File: config.mk
export PLATFORM = sky130hd
export DESIGN_NAME = stx_etx_escape_codec
export DESIGN_NICKNAME = d
export VERILOG_FILES = /design/src/design/stxc_pkg.sv /design/src/design/stxc_frame_decoder.sv /design/src/design/stx_etx_escape_codec.sv
export SDC_FILE = /design/constraint.sdc
export NUM_CORES = 1
export LEC_CHECK = 0
export BUFFER_PORTS_ARGS = -buffer_cell sky130_fd_sc_hd__buf_2
export CAP_MARGIN = 20
export CORE_UTILIZATION = 28
export CTS_CLUSTER_DIAMETER = 50
export DETAILED_ROUTE_END_ITERATION = 10
export PLACE_DENSITY = 0.52
export SETUP_SLACK_MARGIN = 0.5
export SYNTH_ARGS = -nofsm -noshare
export SYNTH_HDL_FRONTEND = slang
export SYNTH_SLANG_ARGS = --single-unit
File: constraint.sdc
create_clock -name clk -period 3.1 [get_ports clk]
set_input_delay 0.155 -clock clk [delete_from_list [all_inputs] [get_ports clk]]
set_output_delay 0.155 -clock clk [all_outputs]
set_load 0.01 [all_outputs]
File: src/design/stxc_pkg.sv
// Package with the item types, byte codes and status codes of the STX/ETX escape codec.
`timescale 1ns / 1ps

package stxc_pkg;

	// Framing and escape byte values.
	localparam logic [7:0] STX_BYTE = 8'h02;
	localparam logic [7:0] ETX_BYTE = 8'h03;
	localparam logic [7:0] ESC_BYTE = 8'h1B;
	localparam logic [7:0] STX_SUB  = 8'hE7;
	localparam logic [7:0] ETX_SUB  = 8'hE8;
	localparam logic [7:0] ESC_SUB  = 8'h00;

	// Shortest acceptable frame, counted in raw bytes.
	localparam logic [3:0] MIN_FRAME = 4'd8;
	localparam logic [3:0] CNT_MAX   = 4'd15;

	// Frame status codes.
	localparam logic [1:0] ST_OK        = 2'd0;
	localparam logic [1:0] ST_SHORT     = 2'd1;
	localparam logic [1:0] ST_BAD_DELIM = 2'd2;
	localparam logic [1:0] ST_FORBIDDEN = 2'd3;

	// Direction register values.
	localparam logic DIR_DECODE = 1'b0;
	localparam logic DIR_ENCODE = 1'b1;

	// One raw input item.
	typedef struct packed {
		logic [7:0] in_byte;
		logic       in_first;
		logic       in_last;
	} in_item_t;

	// One result item.
	typedef struct packed {
		logic [7:0] out_byte;
		logic       byte_valid;
		logic       frame_end;
		logic [1:0] status;
		logic       run_last;
	} out_item_t;

	// Decoder answer for the item it is shown.
	typedef struct packed {
		logic      emit;
		out_item_t res;
	} dec_res_t;

	// True when a byte has to be escaped on the encode side.
	function automatic logic needs_escape(input logic [7:0] b);
		return (b == STX_BYTE) || (b == ETX_BYTE) || (b == ESC_BYTE);
	endfunction

	// Second byte of an escape pair.
	function automatic logic [7:0] escape_sub(input logic [7:0] b);
		logic [7:0] s;
		unique case (b)
			STX_BYTE: s = STX_SUB;
			ETX_BYTE: s = ETX_SUB;
			default:  s = ESC_SUB;
		endcase
		return s;
	endfunction

endpackage

File: src/design/stxc_frame_decoder.sv
// Frame decoder: holds the per-frame state and works out the result of one received byte.
`timescale 1ns / 1ps

module stxc_frame_decoder (
	input  logic              clk,
	input  logic              arst_n,
	input  stxc_pkg::in_item_t item,
	input  logic              commit,
	output stxc_pkg::dec_res_t dec
);
	import stxc_pkg::*;

	logic       esc_pending_q;
	logic [3:0] raw_count_q;
	logic       delim_bad_q;
	logic       forbid_seen_q;

	logic       esc_nx;
	logic [3:0] cnt_nx;
	logic       dbad_nx;
	logic       fseen_nx;

	logic       esc0;
	logic [3:0] cnt0;
	logic [3:0] cnt1;
	logic       dbad0;
	logic       fseen0;
	logic       dbad_end;
	logic       fseen_mid;

	// Per-frame state as seen by this byte, and the decode decision.
	always_comb begin
		esc0   = item.in_first ? 1'b0 : esc_pending_q;
		cnt0   = item.in_first ? 4'd0 : raw_count_q;
		dbad0  = item.in_first ? 1'b0 : delim_bad_q;
		fseen0 = item.in_first ? 1'b0 : forbid_seen_q;
		cnt1   = (cnt0 < CNT_MAX) ? cnt0 + 4'd1 : cnt0;

		dbad_end  = dbad0 || (item.in_first && item.in_byte != STX_BYTE) ||
			(item.in_byte != ETX_BYTE);
		fseen_mid = fseen0 || (item.in_byte == STX_BYTE) || (item.in_byte == ETX_BYTE);

		dec = '0;
		dec.res.run_last = 1'b1;
		esc_nx   = esc0;
		cnt_nx   = cnt1;
		dbad_nx  = dbad0;
		fseen_nx = fseen0;

		if (item.in_last) begin
			// Closing byte: give the status and clear the frame state.
			dec.emit          = 1'b1;
			dec.res.frame_end = 1'b1;
			if (cnt1 < MIN_FRAME) begin
				dec.res.status = ST_SHORT;
			end else if (dbad_end) begin
				dec.res.status = ST_BAD_DELIM;
			end else if (fseen0) begin
				dec.res.status = ST_FORBIDDEN;
			end else begin
				dec.res.status     = ST_OK;
				dec.res.out_byte   = ETX_BYTE;
				dec.res.byte_valid = 1'b1;
			end
			esc_nx   = 1'b0;
			cnt_nx   = 4'd0;
			dbad_nx  = 1'b0;
			fseen_nx = 1'b0;
		end else if (item.in_first) begin
			// Opening byte: pass a start delimiter, flag anything else.
			if (item.in_byte == STX_BYTE) begin
				dec.emit           = 1'b1;
				dec.res.out_byte   = STX_BYTE;
				dec.res.byte_valid = 1'b1;
			end else begin
				dbad_nx = 1'b1;
			end
		end else begin
			// Interior byte: check, unescape and pass on.
			fseen_nx = fseen_mid;
			if (dbad0 || fseen_mid) begin
				dec.emit = 1'b0;
			end else if (item.in_byte == ESC_BYTE) begin
				esc_nx = 1'b1;
			end else begin
				dec.emit           = 1'b1;
				dec.res.out_byte   = esc0 ? item.in_byte + ESC_BYTE : item.in_byte;
				dec.res.byte_valid = 1'b1;
				esc_nx             = 1'b0;
			end
		end
	end

	// State moves only when the item retires in decode mode.
	always_ff @(posedge clk or negedge arst_n) begin
		if (!arst_n) begin
			esc_pending_q <= 1'b0;
			raw_count_q   <= 4'd0;
			delim_bad_q   <= 1'b0;
			forbid_seen_q <= 1'b0;
		end else if (commit) begin
			esc_pending_q <= esc_nx;
			raw_count_q   <= cnt_nx;
			delim_bad_q   <= dbad_nx;
			forbid_seen_q <= fseen_nx;
		end
	end

`ifndef SYNTHESIS
	// A committed closing byte leaves a clean frame state.
	a_clear_after_last: assert property (@(posedge clk) disable iff (!arst_n)
		(commit && item.in_last) |=> (raw_count_q == 4'd0 && !esc_pending_q &&
			!delim_bad_q && !forbid_seen_q))
		else $error("frame state not cleared after last byte");
`endif

endmodule

File: src/design/stx_etx_escape_codec.sv
// Top level of the STX/ETX escape codec: input register, encoder, decoder and result register.
`timescale 1ns / 1ps

// The codec takes one raw byte per cycle on raw_valid/raw_stall, except while raw_stall holds it off, and
// gives its results on res_valid/res_stall. With cfg_wdata written as 1 it encodes: 0x02, 0x03 and 0x1B
// become 0x1B followed by 0xE7, 0xE8 or 0x00, and other bytes pass through. Written as 0 it decodes
// whole frames and reports a status on the closing byte. An encode byte that needs escaping holds the
// input register until both of its results are loaded into the result register, because the single
// result register sends one result per cycle; decoder items that produce no result retire at once.
// An accepted byte is held in the input register and its result is then loaded into the result register;
// res_stall can hold it in between. Write the direction only while no items are in flight.
module stx_etx_escape_codec (
	input  logic                clk,
	input  logic                arst_n,
	input  logic                raw_valid,
	output logic                raw_stall,
	input  stxc_pkg::in_item_t  raw_item,
	output logic                res_valid,
	input  logic                res_stall,
	output stxc_pkg::out_item_t res_item,
	input  logic                cfg_we,
	input  logic                cfg_wdata
);
	import stxc_pkg::*;

	logic      direction_q;
	logic      valid_s1;
	in_item_t  item_s1;
	logic      phase_q;
	logic      res_valid_q;
	out_item_t res_q;

	dec_res_t  dec;
	out_item_t enc_r0;
	out_item_t enc_r1;
	out_item_t sel_res;
	logic      has_res;
	logic      two_res;
	logic      slot_free;
	logic      load_out;
	logic      retire;
	logic      raw_accept;

	// Direction register.
	always_ff @(posedge clk or negedge arst_n) begin
		if (!arst_n) begin
			direction_q <= DIR_DECODE;
		end else if (cfg_we) begin
			direction_q <= cfg_wdata;
		end
	end

	stxc_frame_decoder u_dec (
		.clk    (clk),
		.arst_n (arst_n),
		.item   (item_s1),
		.commit (retire && direction_q == DIR_DECODE),
		.dec    (dec)
	);

	// Encoder results: a plain byte, or an escape pair.
	always_comb begin
		enc_r0 = '0;
		enc_r1 = '0;
		enc_r0.byte_valid = 1'b1;
		enc_r1.byte_valid = 1'b1;
		enc_r1.out_byte   = escape_sub(item_s1.in_byte);
		enc_r1.frame_end  = item_s1.in_last;
		enc_r1.run_last   = 1'b1;
		if (needs_escape(item_s1.in_byte)) begin
			enc_r0.out_byte = ESC_BYTE;
		end else begin
			enc_r0.out_byte  = item_s1.in_byte;
			enc_r0.frame_end = item_s1.in_last;
			enc_r0.run_last  = 1'b1;
		end
	end

	// Result selection and the item flow control.
	always_comb begin
		if (direction_q == DIR_ENCODE) begin
			has_res = 1'b1;
			two_res = needs_escape(item_s1.in_byte);
			sel_res = phase_q ? enc_r1 : enc_r0;
		end else begin
			has_res = dec.emit;
			two_res = 1'b0;
			sel_res = dec.res;
		end
		slot_free  = !res_valid_q || !res_stall;
		load_out   = valid_s1 && has_res && slot_free;
		retire     = valid_s1 && (!has_res || (slot_free && (!two_res || phase_q)));
		raw_stall  = valid_s1 && !retire;
		raw_accept = raw_valid && !raw_stall;
	end

	// Input register and escape-pair phase.
	always_ff @(posedge clk or negedge arst_n) begin
		if (!arst_n) begin
			valid_s1 <= 1'b0;
			phase_q  <= 1'b0;
		end else begin
			if (raw_accept) begin
				valid_s1 <= 1'b1;
			end else if (retire) begin
				valid_s1 <= 1'b0;
			end
			if (retire) begin
				phase_q <= 1'b0;
			end else if (load_out && two_res) begin
				phase_q <= 1'b1;
			end
		end
	end

	always_ff @(posedge clk) begin
		if (raw_accept) begin
			item_s1 <= raw_item;
		end
	end

	// Result register.
	always_ff @(posedge clk or negedge arst_n) begin
		if (!arst_n) begin
			res_valid_q <= 1'b0;
		end else if (slot_free) begin
			res_valid_q <= load_out;
		end
	end

	always_ff @(posedge clk) begin
		if (load_out) begin
			res_q <= sel_res;
		end
	end

	assign res_valid = res_valid_q;
	assign res_item  = res_q;

`ifndef SYNTHESIS
	// The second half of an escape pair only exists with an item held.
	a_phase_held: assert property (@(posedge clk) disable iff (!arst_n)
		phase_q |-> valid_s1)
		else $error("escape phase set without an item");

	// A result that is not the last of its item is followed by the second half.
	a_pair_follows: assert property (@(posedge clk) disable iff (!arst_n)
		(load_out && !sel_res.run_last) |=> phase_q)
		else $error("escape pair broken");

	// An empty input register never holds off the source.
	a_no_idle_stall: assert property (@(posedge clk) disable iff (!arst_n)
		!valid_s1 |-> !raw_stall)
		else $error("stall with empty input register");

	// A failed status closes the frame and carries no byte.
	a_bad_status: assert property (@(posedge clk) disable iff (!arst_n)
		(res_valid && res_item.status != ST_OK) |-> (res_item.frame_end && !res_item.byte_valid))
		else $error("bad status on a data result");
`endif

endmodule
==> key figures, run 1 <==
Synth
  – Top FF cell, synth: edfxtp_1
  – Post-Syn Area per Cell: around 11 µm²
  – Syn. warnings: 0
  – Post-Syn Instances: approximately 180
  – Post-synthesis net count: 204
  – Yosys cell types: 52
  – Register area share after synthesis: just under 50%
  – Register bit count reported by yosys: 34
  – Async set-or-reset flop fraction in the synthesized netlist: ~32%
  – Number of synthesized flops with an enable pin: 23
  – Post-Syn Area: 0.001977 mm²

Critical path
  – R2R setup slack: 0.74 ns
  – Top cell by count, worst path: a21o_1
  – Worst setup endpoint: raw_stall
  – Critical Path End Type: output port
  – R2r endpoint: item_s1[9]$_DFFE_PP_
  – Worst R2R Start: item_s1[2]$_DFFE_PP_
  – Critical Path RT: slightly below 3 ns
  – Kind of critical path: reg -> out
  – Slowest CP cell: edfxtp_1
  – CP Launch Type: register
  – Crit path launch: item_s1[2]$_DFFE_PP_
  – WP data arrival: 2.26 ns
  – Worst-path fanout max: 7
  – Cell Chain, Critical Path: ha_1 > nor2_1 > o211ai_1 > and2_1 > a21o_1 > a21o_1 > inv_1 > buf_2
  – CP peak stage delay: roughly 0.47 ns
  – R2r worst-path depth: 7

Placement
  – IO Port Bufs: 30
  – DP HPWL: roughly 3.2 mm
  – GPL Wtd Cong: between 0.7 and 0.8

Die
  – Chip height: about 86 µm
  – Die Wd: approximately 86 µm
  – Cell row count: 30
  – Die area: roughly 0.0074 mm²
  – Area of the core: between 0.006 and 0.007 mm²
  – Initial Util: approximately 29%
  – IO Pins: 31

Route
  – Wire length per cell: 13.43 µm
  – Vias: roughly 1500
  – Post-detailed-route count of antenna-violating nets: 0
  – Drc violations: 0
  – Vias per inst: 4.810
  – Number of optimization iterations in the first detailed-route pass: 4
  – Final wirelength: 4.230 mm
  – Iteration-0 DRC Markers: between 150 and 200

Timing
  – Final period utilization: 78.01%
  – Unrepaired setup endpoints after global routing: false
  – Final number of setup-violating endpoints: 0
  – Min Clock Period, post-route: around 2.4 ns
  – Slew Viols, Final: 0
  – Slew Limit Headroom: about two thirds
  – Setup_tns: 0 ns
  – Final Hold Viols: 0
  – Actual slew at the worst max-slew pin: roughly 0.5 ns
  – Worst Clk Skew: roughly 0.005 ns
  – FMAX: slightly above 400 MHz

Flow run
  – Max-cap violations: 0

Layout
  – Share of cells above drive strength 1: between 20 and 30%
  – Synthesis-to-layout area growth: 17.66%
  – Fin nets: between 200 and 250
  – Antenna diode count: 0
  – Fillers: slightly below 700

Clock network
  – CTS Sinks: 34
  – TritonCTS buffer count: 5
  – Clock-pin slew on the worst setup and hold paths: around 0.07 ns
  – Clock latency at the later pin of the worst-skew pair: roughly 0.29 ns
  – Post-CTS setup buffers: 0
  – Max clock buf depth: 2
  – # H-tree levels: 2
  – Clock root cell: clkbuf_8
  – CTS tree: yes

Global route
  – Initial antenna violation count: 0
  – Global-route wire length before repair: ~7 mm
  – Largest net degree at the start of global routing: 15
  – Total track usage: about an eighth
  – Grt total ovfl: 0
  – Vias in the first global route: around 1400

Power
  – Pleak: 0.0009134 µW
  – Final Power: ~1100 µW
  – Pint: 784.8 µW
  – Psw: around 330 µW
  – Sw frac: 29.31%
  – Worst vdd ir: ~0.12 mV
  – Comb pwr share: 18.9%
  – Flop pwr share: a little over half
  – Power Dens Cells: about 480 mW/mm²
  – Clock Power Share: 28.5%

Worst hold path
  – Hold WC Path Type: in -> reg
  – Worst hold start: raw_item[0]

Run status
  – Outcome: complete, no violations
critical path, delay by kind of cell, from the launching register on:
family / cells / cell delay, ns
AO/OA/AOI/OAI: 3 / 0.55
adder cells (fa/ha/maj): 1 / 0.33
buffers and inverters: 2 / 0.17
flip-flops: 1 / 0.47
AND/OR/NAND/NOR: 2 / 0.46
cell usage after synthesis, drive strengths merged, types with 2 or more instances:
master	n	share of area [%]
nand4b	2	0.89
xor2	3	1.3
clkbuf	3	0.57
o21ai	15	4.0
nand4	2	0.63
nor3	6	2.6
or2	3	0.95
edfxtp	23	35
nor4	2	1.4
nor2b	5	1.6
a22o	4	1.8
o211ai	3	1.4
a41oi	2	0.89
or3	2	0.63
a21oi	13	3.3
nor2	16	3.9
a31oi	2	1.4
buf	4	1.6
nand3	5	1.3
a21o	2	0.76
nand2b	4	1.3
nand2	17	3.5
nor3b	4	1.8
ha	4	2.5
inv	7	1.3
dfrtp	11	14
mux2	3	1.7
and2	3	0.95
o311ai	2	0.89
metrics by stage:
step | area, µm² | instances | worst slack, ns | hold WS, ns | util, %
floorplan | 1977 | 184 | 0.5840 | -0.1406 | -
global placement | 2226 | 306 | 0.5227 | 0.04487 | 32.76
detailed placement | 2226 | 306 | 0.5244 | 0.04901 | 32.76
CTS | 2318 | 315 | 0.5155 | 0.03208 | 34.13
global route | 2326 | 315 | 0.5024 | 0.03258 | 34.24
finish | 2326 | 315 | 0.6817 | 0.03592 | 34.24
routing by layer:
layer | share of wire [%] | GRT usage (%)
met3 | 5.2 | 2.502
met4 | 2.1 | 5.909
met1 | 47 | 16.44
met5 | 0 | 0
met2 | 46 | 18.90
cell type report:
| type | instances | area, µm² | area share (%) |
|---|---|---|---|
| flip-flops and latches | 34 | 965.9 | 41.53 |
| well taps | 96 | 120.1 | 5.164 |
| multi-input cells | 136 | 948.4 | 40.77 |
| clock buffers | 6 | 72.57 | 3.120 |
| clock inverters | 2 | 10.01 | 0.4303 |
| repair buffers | 34 | 182.7 | 7.854 |
| inverters | 7 | 26.28 | 1.130 |
cells in the final DEF, fill, tap and decap left out, types with 4 or more instances in the layout:
cell	Yosys	final
buf_2	2	30
edfxtp_1	23	23
nor2_1	15	15
nand2_1	15	15
o21ai_0	13	13
a21oi_1	13	13
dfrtp_1	11	11
inv_1	7	7
nor2b_1	5	5
nand3_1	5	5
clkbuf_8	0	5
nand2b_1	4	4
a22o_1	4	4
state kept, by name, indices dropped and copies added, names as in the netlist:
register             count
direction_q              1
enc_r1                   1
item_s1                  9
phase_q                  1
res_item                13
res_valid                1
u_dec.delim_bad_q        1
u_dec.esc_pending_q      1
u_dec.forbid_seen_q      1
u_dec.raw_count_q        4
valid_s1                 1
worst min-delay path by stage:
stage / to / cells past startpoint
floorplan: direction_q$_DFFE_PN0P_ / 0
finish: enc_r1[3]$_DFFE_PP_ / 1
CTS: item_s1[5]$_DFFE_PP_ / 1
global placement: res_valid$_DFFE_PN0P_ / 1
global route: item_s1[8]$_DFFE_PP_ / 1
detailed placement: res_valid$_DFFE_PN0P_ / 1
what timing repair did:
item / in CTS / in global routing
resized for setup: 0 / 3
hold buffers: 1 / 0
endpoints found under the hold margin: 11 / 0
setup endpoints to repair: 0 / 14
power groups by stage:
| stage | sequential, µW | combinational, µW | clock [µW] |
|---|---|---|---|
| floorplan | 590 | 142 | 0 |
| finish | 583 | 210 | 317 |
| detailed placement | 593 | 211 | 0 |
| global placement | 593 | 210 | 0 |
| CTS | 583 | 213 | 330 |
| global route | 592 | 239 | 345 |
cell families after synthesis:
logic type | share of synthesized area, %
and+or+nand+nor | 22.28
AOI/OAI and AO/OA | 19.24
DFF | 48.86
buffers and inverters | 3.544
muxes | 2.215
adders and majority gates | 2.532
xor gates and xnor gates | 1.329
Note: power is estimated with default switching activity, not from simulation.
==> run 2, diff against run 1 <==
ABC_AREA = 1   (was default)
clock period = 2.4 ns   (was 3.1 ns; I/O delays follow)
==> run 2 against run 1 <==
Area after synthesis decreased by 7.0%. Power increased by 38%. Count of clock-buffer cells in the layout unchanged. Global-route usage increased by 1.1 points. Cell count increased by 7.0%. Combinational power increased by 67%. Synthesized cell count increased by 8.2%. Sequential power increased by 31%. Worst hold slack got worse by 0.034 ns. Non-clock buffer count increased by 22.
==> key figures, run 2 <==
Power
  – Worst vdd ir: 0.3069 mV (+150%)
  – Sw frac: 30.89% (+1.6 points)
  – Pint: 1056 µW (+35%)
  – Flop pwr share: 49.9% (-2.6 points)
  – Power Dens Cells: 605.6 mW/mm² (+27%)
  – Final Power: 1527 µW (+38%)
  – Pleak: 0.001123 µW (+23%)
  – Clock Power Share: 27.1% (-1.4 points)
  – Psw: 471.8 µW (+45%)
  – Comb pwr share: 23.0% (+4.1 points)

Timing
  – Setup_tns: 0 ns (unchanged)
  – Final number of setup-violating endpoints: 0 (unchanged)
  – Min Clock Period, post-route: roughly 2 ns
  – FMAX: roughly 500 MHz
  – Worst Clk Skew: 0.009900 ns (+0.004813 ns)
  – Slew Viols, Final: 0 (unchanged)
  – Unrepaired setup endpoints after global routing: true
  – Slew Limit Headroom: 63.23% (-3.8 points)
  – Final Hold Viols: 0 (unchanged)
  – Actual slew at the worst max-slew pin: 0.5515 ns (+0.06095 ns)
  – Final period utilization: 83.41%

Synth
  – Post-Syn Instances: 199 (+8.2%)
  – Register area share after synthesis: 52.52% (+3.7 points)
  – Post-Syn Area: 0.001839 mm² (-7.0%)
  – Most common cell in the synthesized netlist: nand2_1
  – Largest area contributor in the netlist: edfxtp_1
  – Register bit count reported by yosys: 34 (unchanged)
  – Number of synthesized flops with an enable pin: 23 (unchanged)
  – Post-Syn Area per Cell: 9.243 µm² (-14%)
  – Top FF cell, synth: edfxtp_1
  – Post-synthesis net count: 219 (+7.4%)
  – Syn. warnings: 0 (unchanged)
  – Yosys cell types: 32 (-38%)
  – Async set-or-reset flop fraction in the synthesized netlist: 32.35% (unchanged)
  – Yosys top cell area share: 37.55% (+2.6 points)
  – Commonest cells in the synthesized netlist: nand2_1, edfxtp_1, nor2_1, inv_1, dfrtp_1
  – Top cells by area, synth: edfxtp_1, dfrtp_1, nand2_1

Global route
  – Initial antenna violation count: 0 (unchanged)
  – Grt total ovfl: 0 (unchanged)
  – Global-route wire length before repair: 7.355 mm (+5.0%)
  – Vias in the first global route: 1545 (+7.4%)
  – Total track usage: 13.43% (+1.1 points)
  – Largest net degree at the start of global routing: 14 (-1)

Critical path
  – Worst setup endpoint: res_item[12]$_DFFE_PP_
  – R2R setup slack: 0.40 ns (-0.34 ns)
  – Crit path launch: item_s1[3]$_DFFE_PP_
  – R2r worst-path depth: 9 (+2)
  – Worst-path fanout max: 6 (-1)
  – Kind of critical path: reg -> reg
  – Critical Path End Type: register
  – R2r endpoint: res_item[12]$_DFFE_PP_
  – CP Launch Type: register
  – Critical Path RT: 2.42 ns (-0.52 ns)
  – Worst R2R Start: item_s1[3]$_DFFE_PP_
  – WP data arrival: 2.02 ns (-0.24 ns)

Route
  – Final wirelength: 4.645 mm (+9.8%)
  – Number of optimization iterations in the first detailed-route pass: 4 (unchanged)
  – Vias: 1635 (+7.9%)
  – Drc violations: 0 (unchanged)
  – Vias per inst: 4.852 (+0.88%)
  – Wire length per cell: 13.78 µm (+2.6%)
  – Post-detailed-route count of antenna-violating nets: 0 (unchanged)
  – Iteration-0 DRC Markers: 113 (-40%)

Worst hold path
  – Hold WC Path Type: in -> reg
  – Worst hold start: raw_item[0]

Clock network
  – CTS Sinks: 34 (unchanged)
  – Clock latency at the later pin of the worst-skew pair: 0.29 ns (about the same)
  – Clock-pin slew on the worst setup and hold paths: 0.08 ns (about the same)
  – CTS tree: yes
  – TritonCTS buffer count: 5 (unchanged)
  – # H-tree levels: 2 (unchanged)
  – Clock root cell: clkbuf_8
  – Max clock buf depth: 2 (unchanged)

Layout
  – Share of cells above drive strength 1: 35.00% (+5.8 points)
  – Synthesis-to-layout area growth: 37.14%
  – Antenna diode count: 0 (unchanged)
  – Max reg flops: 13 (unchanged)
  – Commonest cells after routing, fill and taps aside: nand2_1, buf_2, edfxtp_1
  – Fillers: 632 (-7.3%)
  – Design Area, Final: 0.002522 mm² (+8.4%)
  – Fin nets: 279 (+17%)
  – Most common cell after layout, fill and taps aside: nand2_1

Die
  – IO Pins: 31 (unchanged)
  – Chip height: 83.05 µm (-3.5%)
  – Initial Util: 28.97% (-0.13 points)
  – Area of the core: 0.006350 mm² (-6.5%)
  – Cell row count: 29 (-3.3%)
  – Die Wd: 83.05 µm (-3.5%)
  – Die area: 0.006897 mm² (-6.8%)

Placement
  – Area after DPL: 0.002100 mm² (-5.7%)
  – IO Port Bufs: 30 (unchanged)
  – GPL Wtd Cong: 0.8294 (+4.4%)
  – DP HPWL: 3.071 mm (-4.4%)

Flow run
  – Max-cap violations: 0 (unchanged)

Run status
  – Outcome: complete, no violations
## run 2: per-stage QoR
| stage | utilization, % | hold slack (ns) | worst slack [ns] | cells |
|---|---|---|---|---|
| floorplan | - | -0.1756 | 0.5063 | 199 |
| CTS | 37.18 | 0.0003074 | 0.4325 | 329 |
| global route | 39.72 | 0.001453 | 0.3248 | 337 |
| global placement | 33.06 | 0.01817 | 0.1754 | 305 |
| detailed placement | 33.06 | 0.01410 | 0.2009 | 305 |
| finish | 39.72 | 0.002326 | 0.3981 | 337 |
## run 2: timing repair
item | 4_1_cts | 5_1_grt
endpoints found under the hold margin | 15 | 0
buffers inserted | 11 | 7
hold buffers | 5 | 0
setup endpoints to repair | 28 | 39
gates cloned | 0 | 1
pin swaps | 3 | 5
resized for setup | 11 | 19
## run 2: worst max-delay path, stage by stage (launching register included)
cell and delay (ns):
edfxtp_1 0.49, ha_2 0.25, nand2_2 0.08, a21oi_4 0.07
nor2_4 0.14, nand4_4 0.12, nand3_4 0.11, nand2_4 0.06
a21oi_4 0.22, clkbuf_16 0.19
## run 2: how the worst min path moves through the flow
stage,end,cells past startpoint
2_1_floorplan,direction_q$_DFFE_PN0P_,0
4_1_cts,enc_r1[3]$_DFFE_PP_,1
5_1_grt,item_s1[9]$_DFFE_PP_,1
3_3_place_gp,u_dec.raw_count_q[2]$_DFFE_PN0P_,1
3_5_place_dp,u_dec.raw_count_q[2]$_DFFE_PN0P_,1
6_report,enc_r1[3]$_DFFE_PP_,1
## run 2: final cells by class
cell class	count	area [µm²]	share of cell area, %
multi-input cells	139	902.1	35.76
inverters	23	88.84	3.522
flip-flops and latches	34	965.9	38.29
clock inverters	2	8.758	0.3472
well taps	77	96.34	3.819
clock buffers	6	72.57	2.877
repair buffers	56	387.9	15.38
## run 2: routing by layer
metal	vias up	GRT usage [%]	wire (µm)
li1	807	-	-
met1	757	17.85	2190
met2	54	20.49	2064
met3	17	2.883	211
met4	0	7.053	179
met5	-	0	0
## run 2: cells by family (layout without fill, tap and decap cells)
kind of cell / Yosys count / after routing / share of synthesized area, %
simple gates: 96 / 96 / 25.31
flops: 34 / 34 / 52.52
compound gates: 33 / 33 / 11.23
buf+inv: 26 / 87 / 5.374
xor+xnor: 6 / 6 / 2.857
fa+ha+maj: 4 / 4 / 2.721
## run 2: power by group through the flow
| stage | logic [µW] | registers, µW | clock network [µW] |
|---|---|---|---|
| 2_1_floorplan | 169 | 767 | 0 |
| 3_3_place_gp | 266 | 770 | 0 |
| 3_5_place_dp | 265 | 769 | 0 |
| 4_1_cts | 306 | 756 | 426 |
| 5_1_grt | 387 | 769 | 449 |
| 6_report | 351 | 763 | 413 |
